[src/hw/rtl/ic_pkg.sv]
package ic_pkg;

  // Defaults for the top-level parameters.
  localparam int DEFAULT_ATTRIBUTES       = 64;
  localparam int DEFAULT_MAX_IMPLICATIONS = 256;

  // Fixed field widths of the stream beats and the configuration register.
  localparam int SET_W   = 64;
  localparam int INDEX_W = 8;
  localparam int COUNT_W = 9;

  // Bit positions of the input fields inside in_tdata.
  localparam int IDX_LSB   = 0;
  localparam int PREM_LSB  = IDX_LSB + INDEX_W;
  localparam int CONC_LSB  = PREM_LSB + SET_W;
  localparam int QUERY_LSB = CONC_LSB + SET_W;
  localparam int IN_DATA_W = QUERY_LSB + SET_W;

  // Command codes carried in in_tuser.
  localparam logic CMD_WRITE = 1'b0;
  localparam logic CMD_QUERY = 1'b1;

  // Closure sequencer states.
  typedef enum logic [1:0] {
    ST_IDLE,
    ST_SCAN,
    ST_DONE
  } ic_state_t;

  // Status from the sequencer to the top level.
  typedef struct packed {
    logic idle;       // ready for a new beat
    logic res_valid;  // closed set waits for the output register
  } ic_status_t;

endpackage

[src/hw/rtl/ic_engine.sv]
module ic_engine
  import ic_pkg::*;
#(
  parameter int ATTRIBUTES       = DEFAULT_ATTRIBUTES,
  parameter int MAX_IMPLICATIONS = DEFAULT_MAX_IMPLICATIONS,
  localparam int ADDR_W = (MAX_IMPLICATIONS > 1) ? $clog2(MAX_IMPLICATIONS) : 1,
  localparam int CNT_W  = $clog2(MAX_IMPLICATIONS + 1)
) (
  input  logic                    clk,
  input  logic                    rst_n,
  input  logic                    start,
  input  logic [ATTRIBUTES-1:0]   query,
  input  logic [CNT_W-1:0]        count,
  input  logic [2*ATTRIBUTES-1:0] rd_data,
  input  logic                    res_take,
  output logic                    rd_en,
  output logic [ADDR_W-1:0]       rd_addr,
  output ic_status_t              status,
  output logic [ATTRIBUTES-1:0]   result
);

  ic_state_t             state_r, state_nxt;
  logic [ATTRIBUTES-1:0] set_r, set_nxt;
  logic [CNT_W-1:0]      count_r, count_nxt;
  logic [CNT_W-1:0]      rd_idx_r, rd_idx_nxt;
  logic                  rd_vld_r, rd_vld_nxt;
  logic                  rd_last_r, rd_last_nxt;
  logic                  chg_r, chg_nxt;

  logic [ATTRIBUTES-1:0] prem, conc, upd;
  logic                  hit, chg, pass_chg, issue;

  // Evaluate the entry whose read data returns this cycle against the current set.
  assign prem     = rd_data[ATTRIBUTES-1:0];
  assign conc     = rd_data[2*ATTRIBUTES-1:ATTRIBUTES];
  assign hit      = ((prem & ~set_r) == '0);
  assign upd      = hit ? (set_r | conc) : set_r;
  assign chg      = (upd != set_r);
  assign pass_chg = chg_r | chg;
  assign issue    = (rd_idx_r < count_r);

  // Next state.
  always_comb begin
    state_nxt = state_r;
    case (state_r)
      ST_IDLE: begin
        if (start) begin
          state_nxt = (count == '0) ? ST_DONE : ST_SCAN;
        end
      end
      ST_SCAN: begin
        if (rd_vld_r && rd_last_r && !pass_chg) begin
          state_nxt = ST_DONE;
        end
      end
      ST_DONE: begin
        if (res_take) begin
          state_nxt = ST_IDLE;
        end
      end
      default: state_nxt = ST_IDLE;
    endcase
  end

  // Outputs.
  always_comb begin
    status.idle      = (state_r == ST_IDLE);
    status.res_valid = (state_r == ST_DONE);
    rd_en            = (state_r == ST_SCAN) && issue;
    rd_addr          = rd_idx_r[ADDR_W-1:0];
    result           = set_r;
  end

  // Scan datapath: one table read issued per cycle, a new pass while the set grows.
  always_comb begin
    set_nxt     = set_r;
    count_nxt   = count_r;
    rd_idx_nxt  = rd_idx_r;
    rd_vld_nxt  = 1'b0;
    rd_last_nxt = 1'b0;
    chg_nxt     = chg_r;
    if (state_r == ST_IDLE) begin
      if (start) begin
        set_nxt    = query;
        count_nxt  = count;
        rd_idx_nxt = '0;
        chg_nxt    = 1'b0;
      end
    end else if (state_r == ST_SCAN) begin
      if (issue) begin
        rd_idx_nxt  = rd_idx_r + CNT_W'(1);
        rd_vld_nxt  = 1'b1;
        rd_last_nxt = (rd_idx_r == count_r - CNT_W'(1));
      end
      if (rd_vld_r) begin
        set_nxt = upd;
        chg_nxt = pass_chg;
        if (rd_last_r && pass_chg) begin
          rd_idx_nxt = '0;
          chg_nxt    = 1'b0;
        end
      end
    end
  end

  always_ff @(posedge clk) begin
    if (!rst_n) begin
      state_r   <= ST_IDLE;
      rd_idx_r  <= '0;
      rd_vld_r  <= 1'b0;
      rd_last_r <= 1'b0;
      chg_r     <= 1'b0;
      count_r   <= '0;
      set_r     <= '0;
    end else begin
      state_r   <= state_nxt;
      rd_idx_r  <= rd_idx_nxt;
      rd_vld_r  <= rd_vld_nxt;
      rd_last_r <= rd_last_nxt;
      chg_r     <= chg_nxt;
      count_r   <= count_nxt;
      set_r     <= set_nxt;
    end
  end

endmodule

[config.mk]
export PLATFORM = sky130hd
export DESIGN_NAME = ic_engine
export DESIGN_NICKNAME = d
export VERILOG_FILES = /design/src/hw/rtl/ic_pkg.sv /design/src/hw/rtl/ic_engine.sv
export SDC_FILE = /design/constraint.sdc
export NUM_CORES = 1
export LEC_CHECK = 0
export BUFFER_PORTS_ARGS = -buffer_cell sky130_fd_sc_hd__buf_2
export CORE_MARGIN = 2
export CORE_UTILIZATION = 48
export CTS_BUF_LIST = sky130_fd_sc_hd__clkbuf_8
export CTS_CLUSTER_DIAMETER = 60
export DETAILED_ROUTE_END_ITERATION = 16
export PLACE_DENSITY = 0.86
export SLEW_MARGIN = 20
export SYNTH_ARGS = -nofsm -noshare
export SYNTH_HDL_FRONTEND = slang
export SYNTH_SLANG_ARGS = --single-unit
[constraint.sdc]
create_clock -name clk -period 2.9 [get_ports clk]
set_input_delay 0.145 -clock clk [delete_from_list [all_inputs] [get_ports clk]]
set_output_delay 0.145 -clock clk [all_outputs]
set_load 0.01 [all_outputs]
==> flow_metrics.py, run 1 <==
metrics = {
    "status": {
        "status": "finished, final reports clean",
    },
    "synthesis": {
        "synth.net_count": 901,
        "yosys_warnings": 0,
        "avgSynthCellArea_um2": 7.98,
        "yosysTopAreaCell": "dfxtp_1",
        "synth_seq_area_share_pct": 31.9,
        "synth_enable_flop_cells": 0,
        "synth_async_sr_flop_share_pct": 0,
        "yosys.area.top_type_share_pct": 31.9,
        "synth_top_family_by_area": "compound AO/OA/AOI/OAI gates",
        "synthFlopType": "dfxtp_1",
        "synth-xor-area-share_pct": 1.28,
        "synthAdderAreaFrac_pct": 2.52,
        "ys_top_cells_by_area": "dfxtp_1, o221a_1, nor2b_1",
        "syn_inst": 685,
        "ys_ff_latch": 87,
        "synthSimpleGateAreaFrac_pct": 25.0,
        "yosysUniqueCellTypes": 52,
        "muxShareOfSynthArea_pct": 0.183,
        "synth_compound_area_share_pct": 32.5,
        "netlist_area_um2": 5470,
    },
    "setup_path": {
        "crit_type": "flip-flop to flip-flop",
        "critPathMaxStageDelay_ns": 0.54,
        "path_depth": 10,
        "crit_fanout": 20,
        "cp_num_buf_inv": 3,
        "cp_top_family": "compound AO/OA/AOI/OAI gates",
        "endpoint_kind": "flip-flop",
        "cp_common_cell": "buf_4",
        "cp_cell_sequence": "nor2b_1 -> a2111oi_0 -> buf_4 -> nand4_1 -> nor4_4 -> buf_4 -> buf_12 -> a21oi_1 -> nor2_1 -> o221a_1",
        "arrival_ns": 2.98,
        "critPathRequiredTime_ns": 3.23,
        "start_kind": "flip-flop",
        "ff2ff_path_depth": 10,
        "slowest_stage": "a2111oi_0",
    },
    "power": {
        "internal-power_w": 0.00225,
        "p_per_area_nw_per_um2": 486,
        "pwr-share-comb_pct": 33.7,
        "p_seq_share_pct": 41.5,
        "p_total_w": 0.00354,
        "leakagePower_nw": 3.40,
        "clockPowerShare_pct": 24.8,
        "p_sw_w": 0.00129,
        "ir_drop_v": 0.000367,
        "swShare_pct": 36.3,
    },
    "sta": {
        "fmax_mhz": 376,
        "hold_ws_ns": 0.0174,
        "slew_violations": 0,
        "final.min_clock_period_ns": 2.66,
        "period_share_pct": 91.7,
        "rsz0062_at_grt": "false",
        "tightest_slew_ns": 0.784,
        "final_hold_viol_count": 0,
        "max_slew_margin_pct": 47.8,
        "setup_ws_ns": 0.241,
        "setup-violations-final": 0,
        "finClkSkew_ns": 0.0118,
        "setup_tns_ns": 0,
    },
    "clock_network": {
        "cts_setup_buffers": 0,
        "postCtsHoldBufs": 0,
        "cts_buffer_depth": 2,
        "cts_buffers": 9,
        "cts_tree": "yes",
        "cts-root-buf": "clkbuf_8",
        "numClockSinks": 87,
        "clkLatencyLatePin_ns": 0.38,
        "clk_pin_slew_ns": 0.10,
        "cts_max_level": 3,
    },
    "drt": {
        "wl_per_cell_um": 21.4,
        "drtPass1Iterations": 5,
        "drc": 0,
        "dr.first_iter.drc_count": 744,
        "vias_per_cell": 6.03,
        "wirelength_mm": 23.5,
        "dr_total_vias": 6622,
        "ant_nets": 0,
    },
    "placed_design": {
        "dp_hpwl_mm": 18.4,
        "portBuffers": 279,
        "place_congestion": 1.05,
        "dp.cells": 1080,
        "place_ws_ns": 0.326,
    },
    "cells_and_area": {
        "fin_cells": 1098,
        "final_nets": 1167,
        "drive_gt1_share_pct": 34.0,
        "synthToLayoutAreaGrowth_pct": 33.1,
    },
    "global_route": {
        "grtUsageTotal_pct": 37.0,
        "antenna_found_initial": 3,
        "grt-ovfl-total": 0,
        "grt_pass1_wl_mm": 35.5,
        "grt_max_degree": 70,
        "grt_pass1_vias": 6183,
    },
    "floorplanning": {
        "die_h_um": 111,
        "die-area_um2": 12300,
        "initial_core_util_pct": 49.8,
        "core_area_um2": 11000,
        "num_io_pins": 280,
        "die_w_um": 111,
        "fp-row-count": 38,
    },
    "run": {
        "maxCapViolCount": 0,
    },
    "worst_hold_path": {
        "holdPathStages": 2,
        "hold_path.class": "primary input to flip-flop",
    },
}
Yosys cell counts, types with 4 or more instances:
cell type  number
o21ai_0        11
a21oi_1        79
xor2_1          4
inv_1          34
xnor2_1         4
nor2_1         86
o2111ai_1       4
nand2b_1       13
clkbuf_1       32
o221a_1        63
nand4_1         7
nand3_1         6
a2111o_1       13
ha_1           11
buf_4           9
a21boi_0        9
nand2_1        40
nor3_1          6
a2111oi_0      16
buf_2           4
nor2b_1        92
nor4_1          8
dfxtp_1        87
o21ai_1         4
o22ai_1         5
flip-flops by register name (all words and copies together) (netlist names):
signal and flops:
state_r 2, rd_vld_r 1, chg_r 1, rd_last_r 1
result 64, count_r 9, rd_idx_r 9
power groups by stage:
stage / combinational [W] / sequential (W) / clock [W]
global placement: 0.00115 / 0.00148 / 0
global route: 0.00129 / 0.00148 / 0.000929
finish: 0.00119 / 0.00147 / 0.000877
floorplan: 0.000612 / 0.00150 / 0
detailed placement: 0.00116 / 0.00149 / 0
CTS: 0.00117 / 0.00146 / 0.000881
per-stage QoR:
| stage | instance area (um^2) | utilization (%) |
|---|---|---|
| final | 7280 | 66.2 |
| after global routing | 7280 | 66.2 |
| after CTS | 7270 | 66.2 |
| after detailed placement | 7080 | 64.4 |
| after global placement | 7080 | 64.4 |
| after floorplan | 5470 | - |
cell usage in the layout (no fill, tap or decap), drive strengths merged, types with 6 or more instances in the layout:
cell type and n:
buf 303, nor2b 92, dfxtp 87, nor2 87, a21oi 79, o221a 63
nand2 41, inv 37, a2111oi 16, o21ai 15, nand2b 13, a2111o 13
ha 11, a21boi 11, clkbuf 10, nor4 9, nand4 7, nor3 6
nand3 6
routing by layer:
layer	vias to the layer above	part of all wire, %	GRT usage (%)	routed length [um]
met4	2	3.2	14.5	761
met2	436	47	59.4	11000
li1	3043	-	-	-
met3	63	11	9.51	2490
met5	-	0.072	0	17
met1	3078	39	47.5	9250
final timing paths:
| check | from | end | slack, ns |
|---|---|---|---|
| worst max register to register | result[6] | result[20] | 0.24 |
| worst max-delay path | result[6] | result[20] | 0.24 |
| worst min register to register | count_r[4] | count_r[4] | 0.50 |
| worst min-delay path | query[44] | result[44] | 0.02 |
kinds of logic after synthesis:
| group | after synthesis |
|---|---|
| AND/OR/NAND/NOR | 269 |
| buffers and inverters | 83 |
| adder cells (fa/ha/maj) | 11 |
| multiplexers | 1 |
| flip-flops | 87 |
| XOR/XNOR | 8 |
| AO/OA/AOI/OAI | 226 |
final cells by class:
class,instances,area [um^2]
tap,140,175
clock inverter,6,52.6
fill,967,3710
timing repair buffer,303,1640
clock buffer,10,138
antenna,2,5.00
sequential,87,1740
multi-input combinational,515,3390
inverter,35,131
worst reg2reg max path, cell delays in order, from the launching register on:
cell	delay [ns]
dfxtp_1	0.39
nor2b_1	0.12
a2111oi_0	0.54
buf_4	0.21
nand4_1	0.14
nor4_4	0.31
buf_4	0.28
buf_12	0.19
a21oi_1	0.09
nor2_1	0.14
o221a_1	0.19
what timing repair did:
item	in CTS	in global routing
setup endpoints to repair	0	1
gates resized for setup	0	1
endpoints found under the hold margin	0	0
Power figures use the tool's default switching activity.
==> run 2, diff against run 1 <==
--- a/config.mk
+++ b/config.mk
@@ -5,13 +5,14 @@
 export SDC_FILE = /design/constraint.sdc
 export NUM_CORES = 1
 export LEC_CHECK = 0
-export BUFFER_PORTS_ARGS = -buffer_cell sky130_fd_sc_hd__buf_2
+export BUFFER_PORTS_ARGS = -buffer_cell sky130_fd_sc_hd__buf_4
 export CORE_MARGIN = 2
 export CORE_UTILIZATION = 48
 export CTS_BUF_LIST = sky130_fd_sc_hd__clkbuf_8
 export CTS_CLUSTER_DIAMETER = 60
 export DETAILED_ROUTE_END_ITERATION = 16
 export PLACE_DENSITY = 0.86
+export RECOVER_POWER = 100
 export SLEW_MARGIN = 20
 export SYNTH_ARGS = -nofsm -noshare
 export SYNTH_HDL_FRONTEND = slang
==> flow_metrics.py, run 2 (synthesized netlist as in run 1, its figures left out) <==
metrics = {
    "status": {
        "status": "finished, final reports clean",
    },
    "clock_network": {
        "clkLatencyLatePin_ns": 0.38,
        "cts_tree": "yes",
        "cts_max_level": 3,
        "numClockSinks": 87,
        "cts_buffers": 9,
        "clk_pin_slew_ns": 0.09,
        "cts.repair.resized": 0,
        "cts-root-buf": "clkbuf_8",
        "cts_buffer_depth": 2,
        "postCtsHoldBufs": 0,
        "cts_setup_buffers": 0,
    },
    "power": {
        "leakagePower_nw": 3.25,
        "p_per_area_nw_per_um2": 483,
        "ir_drop_v": 0.000326,
    },
    "cells_and_area": {
        "fin_cells": 1096,
        "synthToLayoutAreaGrowth_pct": 40.0,
        "final_nets": 1167,
        "insertedDiodeCount": 0,
        "largest_reg_flops": 64,
        "drive_gt1_share_pct": 26.0,
        "utilization_pct": 69.7,
        "final_cell_mix": "buf_4, nor2b_1, dfxtp_1",
        "final_common_cell": "buf_4",
    },
    "setup_path": {
        "start_kind": "flip-flop",
        "arrival_ns": 3.01,
        "path_depth": 4,
        "slowest_stage": "clkbuf_2",
        "cp_cell_sequence": "nor2_1 -> nand2_1 -> clkbuf_2 -> o221a_1",
        "endpoint_kind": "flip-flop",
        "crit_type": "flip-flop to flip-flop",
        "cp_num_buf_inv": 1,
        "critPathRequiredTime_ns": 3.21,
        "crit_fanout": 50,
        "critPathMaxStageDelay_ns": 0.98,
        "ff2ff_path_depth": 4,
        "rrSetupSlack_ns": 0.20,
        "crit_end": "result[54]",
        "r2r_start": "state_r[1]",
        "critPathLaunch": "state_r[1]",
        "r2r-end": "result[54]",
        "cp_top_family": "buffers and inverters",
    },
    "sta": {
        "finClkSkew_ns": 0.0153,
        "setup-violations-final": 0,
        "setup_tns_ns": 0,
        "fmax_mhz": 370,
        "max_slew_margin_pct": 25.8,
        "tightest_slew_ns": 1.11,
        "final_hold_viol_count": 0,
        "final.min_clock_period_ns": 2.70,
        "slew_violations": 0,
        "period_share_pct": 93.3,
        "rsz0062_at_grt": "false",
    },
    "placed_design": {
        "place_congestion": 0.992,
        "dp_hpwl_mm": 19.6,
        "dp.cells": 1080,
        "portBuffers": 279,
    },
    "global_route": {
        "grt_pass1_wl_mm": 36.5,
        "grt_pass1_vias": 6417,
        "grt_max_degree": 67,
        "antenna_found_initial": 0,
        "grtUsageTotal_pct": 38.0,
        "grt-ovfl-total": 0,
    },
    "drt": {
        "vias_per_cell": 6.11,
        "wl_per_cell_um": 22.4,
        "ant_nets": 0,
        "wirelength_mm": 24.6,
        "drc": 0,
        "drtPass1Iterations": 5,
        "dr_total_vias": 6696,
        "dr.first_iter.drc_count": 748,
    },
    "floorplanning": {
        "die-area_um2": 12300,
        "initial_core_util_pct": 49.8,
        "core_area_um2": 11000,
        "die_w_um": 111,
        "num_io_pins": 280,
        "die_h_um": 111,
        "fp-row-count": 38,
    },
    "run": {
        "maxCapViolCount": 0,
    },
    "worst_hold_path": {
        "hold_path.class": "primary input to flip-flop",
    },
}
-- run 2: cell count changes in the layout (fill, tap and decap cells not counted), moves of 2 or more --
cell	change
buf_2	-279
buf_4	+207
clkbuf_1	+75
buf_12	-4
clkinvlp_4	+3
clkinv_2	-2
diode_2	-2
inv_1	-2
-- run 2: layout make-up --
cell class | instances | area [um^2]
fill | 966 | 3330
sequential | 87 | 1740
timing repair buffer | 303 | 2000
clock buffer | 9 | 124
clock inverter | 7 | 96.3
multi-input combinational | 515 | 3380
tap | 140 | 175
inverter | 35 | 131
-- run 2: routing by layer --
layer	global-route usage, %	share of wire, %	vias up
met5	0	0	-
met4	16.9	5.1	0
met2	62.5	46	496
li1	-	-	3036
met1	45.8	37	3079
met3	11.5	12	85
-- run 2: how the worst min path moves through the flow --
| stage | startpoint | endpoint | slack, ns | cells after the start |
|---|---|---|---|---|
| after CTS | query[44] | result[44] | 0.02 | 2 |
| after global placement | query[44] | result[44] | 0.40 | 2 |
| after floorplan | count[0] | count_r[0] | 0.29 | 2 |
| after global routing | query[44] | result[44] | 0.02 | 2 |
| after detailed placement | query[44] | result[44] | 0.40 | 2 |
| final | query[44] | result[44] | 0.02 | 2 |
-- run 2: where the power goes --
group | switching (W) | internal [W] | total, W
clock network | 0.000494 | 0.000487 | 0.000980
registers | 0.000150 | 0.00132 | 0.00147
logic | 0.000687 | 0.000559 | 0.00125
-- run 2: through the flow --
stage | area [um^2] | power, W | hold slack [ns] | setup WS [ns]
4_1_cts | 7960 | 0.00376 | 0.0191 | 0.269
2_1_floorplan | 5470 | 0.00211 | 0.290 | 0.595
6_report | 7650 | 0.00370 | 0.0230 | 0.195
3_5_place_dp | 7740 | 0.00281 | 0.404 | 0.285
3_3_place_gp | 7740 | 0.00279 | 0.403 | 0.334
5_1_grt | 7650 | 0.00383 | 0.0157 | 0.0364
==> run 3, diff against run 2 <==
==> constraint.sdc (replaced) <==
create_clock -name clk -period 2.9 [get_ports clk]
set_input_delay 0.435 -clock clk [delete_from_list [all_inputs] [get_ports clk]]
set_output_delay 0.435 -clock clk [all_outputs]
set_load 0.01 [all_outputs]
==> flow_metrics.py, run 3 (synthesized netlist as in run 1, its figures left out) <==
metrics = {
    "status": {
        "status": "finished, final reports clean",
    },
    "global_route": {
        "antenna_found_initial": 0,
        "grt-ovfl-total": 0,
        "grt_pass1_vias": 6358,
        "grt_pass1_wl_mm": 36.1,
        "grtUsageTotal_pct": 37.6,
        "grt_max_degree": 67,
    },
    "setup_path": {
        "slowest_stage": "a2111oi_0",
        "start_kind": "flip-flop",
        "cp_cell_sequence": "inv_1 -> a2111oi_0 -> nand4_1 -> nor4_4 -> buf_4 -> buf_12 -> a21oi_1 -> nor2_1 -> o221a_1",
        "crit_fanout": 21,
        "critPathMaxStageDelay_ns": 0.69,
        "endpoint_kind": "flip-flop",
        "crit_type": "flip-flop to flip-flop",
        "arrival_ns": 3.04,
        "critPathRequiredTime_ns": 3.22,
    },
    "power": {
        "p_sw_w": 0.00133,
        "pwr-share-comb_pct": 33.2,
        "ir_drop_v": 0.000356,
        "clockPowerShare_pct": 26.9,
        "internal-power_w": 0.00238,
        "p_seq_share_pct": 39.9,
        "leakagePower_nw": 3.28,
        "p_per_area_nw_per_um2": 483,
        "swShare_pct": 35.9,
    },
    "cells_and_area": {
        "drive_gt1_share_pct": 26.6,
        "largest_reg_flops": 64,
        "stdcell_area_um2": 7690,
        "final_nets": 1168,
        "final_cell_mix": "buf_4, nor2b_1, nor2_1, dfxtp_1, a21oi_1",
        "insertedDiodeCount": 0,
        "synthToLayoutAreaGrowth_pct": 40.7,
        "fillCellCount": 992,
        "final_common_cell": "buf_4",
    },
    "drt": {
        "ant_nets": 0,
        "drc": 0,
        "dr_wl_met3_mm": 2.50,
        "dr_total_vias": 6600,
        "met1_length_mm": 9.26,
        "vias_per_cell": 6.02,
        "wl_per_cell_um": 22.0,
        "dr.first_iter.drc_count": 645,
        "top_layer": "met4",
        "drtPass1Iterations": 8,
        "wirelength_mm": 24.1,
        "wl_met2_mm": 11.6,
    },
    "clock_network": {
        "cts_max_level": 3,
        "cts_tree": "yes",
        "cts-root-buf": "clkbuf_8",
        "numClockSinks": 87,
        "cts_buffers": 9,
        "cts_setup_buffers": 0,
        "clkLatencyLatePin_ns": 0.38,
        "clk_pin_slew_ns": 0.10,
        "cts_buffer_depth": 2,
    },
    "run": {
        "maxCapViolCount": 0,
    },
    "floorplanning": {
        "initial_core_util_pct": 49.8,
        "die_h_um": 111,
        "die-area_um2": 12300,
        "die_w_um": 111,
        "num_io_pins": 280,
        "fp-row-count": 38,
        "core_area_um2": 11000,
    },
    "sta": {
        "period_share_pct": 93.8,
        "setup_tns_ns": 0,
        "finClkSkew_ns": 0.0165,
        "setup_ws_ns": 0.179,
        "slew_violations": 0,
        "rsz0062_at_grt": "false",
        "tightest_slew_ns": 0.944,
        "final.min_clock_period_ns": 2.72,
        "setup-violations-final": 0,
        "fmax_mhz": 367,
        "final_hold_viol_count": 0,
        "max_slew_margin_pct": 37.1,
    },
    "placed_design": {
        "dp_hpwl_mm": 19.0,
        "place_congestion": 0.962,
        "portBuffers": 279,
        "placed_area_um2": 7740,
        "place_ws_ns": 0.0572,
    },
    "worst_hold_path": {
        "hold_path.class": "primary input to flip-flop",
    },
}
[run 3: cell count changes in the layout (fill, tap and decap cells not counted), sizes merged]
cell	delta
clkinvlp	-3
inv	+3
buf	+2
clkbuf	-1
[run 3: area by class of cell]
type	instances	area (um^2)	area share [%]
clock buffer	9	124	1.61
tap	140	175	2.28
timing repair buffer	304	2030	26.4
inverter	35	131	1.71
multi-input combinational	515	3380	44.0
sequential	87	1740	22.7
clock inverter	7	100	1.30
[run 3: final timing paths]
check             startpoint    endpoint  slack [ns]  cells past startpoint
setup / recovery  result[57]  result[19]        0.18                      9
hold / removal     query[44]  result[44]        0.31                      2
setup reg to reg  result[57]  result[19]        0.18                      9
hold reg to reg   count_r[6]  count_r[6]        0.52                      2
[run 3: worst max-delay path, delay by kind of cell, from the launching register on]
kind	cells	cell delay (ns)
compound gates	3	0.99
flops	1	0.43
buf+inv	3	0.48
simple gates	3	0.76
[run 3: power by group through the flow]
| stage | Sequential [W] | Combinational, W | Clock [W] |
|---|---|---|---|
| 2_1_floorplan | 0.00150 | 0.000612 | 0 |
| 3_3_place_gp | 0.00150 | 0.00127 | 0 |
| 3_5_place_dp | 0.00150 | 0.00129 | 0 |
| 4_1_cts | 0.00148 | 0.00130 | 0.000997 |
| 5_1_grt | 0.00149 | 0.00133 | 0.00104 |
| 6_report | 0.00148 | 0.00124 | 0.000999 |
[run 3: metal layers]
layer  vias up  GRT usage [%]
met5         -              0
met4         0           12.5
met2       399           63.8
met1      3107           45.8
li1       3032              -
met3        62           10.9
[run 3: metrics by stage]
step / util (%) / hold WS, ns / cells / power [W]
after floorplan: - / 0.466 / 685 / 0.00211
after global placement: 70.5 / 0.504 / 1081 / 0.00278
after detailed placement: 70.5 / 0.509 / 1081 / 0.00280
after CTS: 72.5 / 0.295 / 1097 / 0.00377
after global routing: 70.0 / 0.305 / 1097 / 0.00386
final: 70.0 / 0.307 / 1097 / 0.00372
[run 3: what timing repair did]
action | 4_1_cts | 5_1_grt
hold buffers | 0 | 0
gates resized for setup | 0 | 4
endpoints found under the setup margin | 0 | 1
endpoints found under the hold margin | 0 | 0
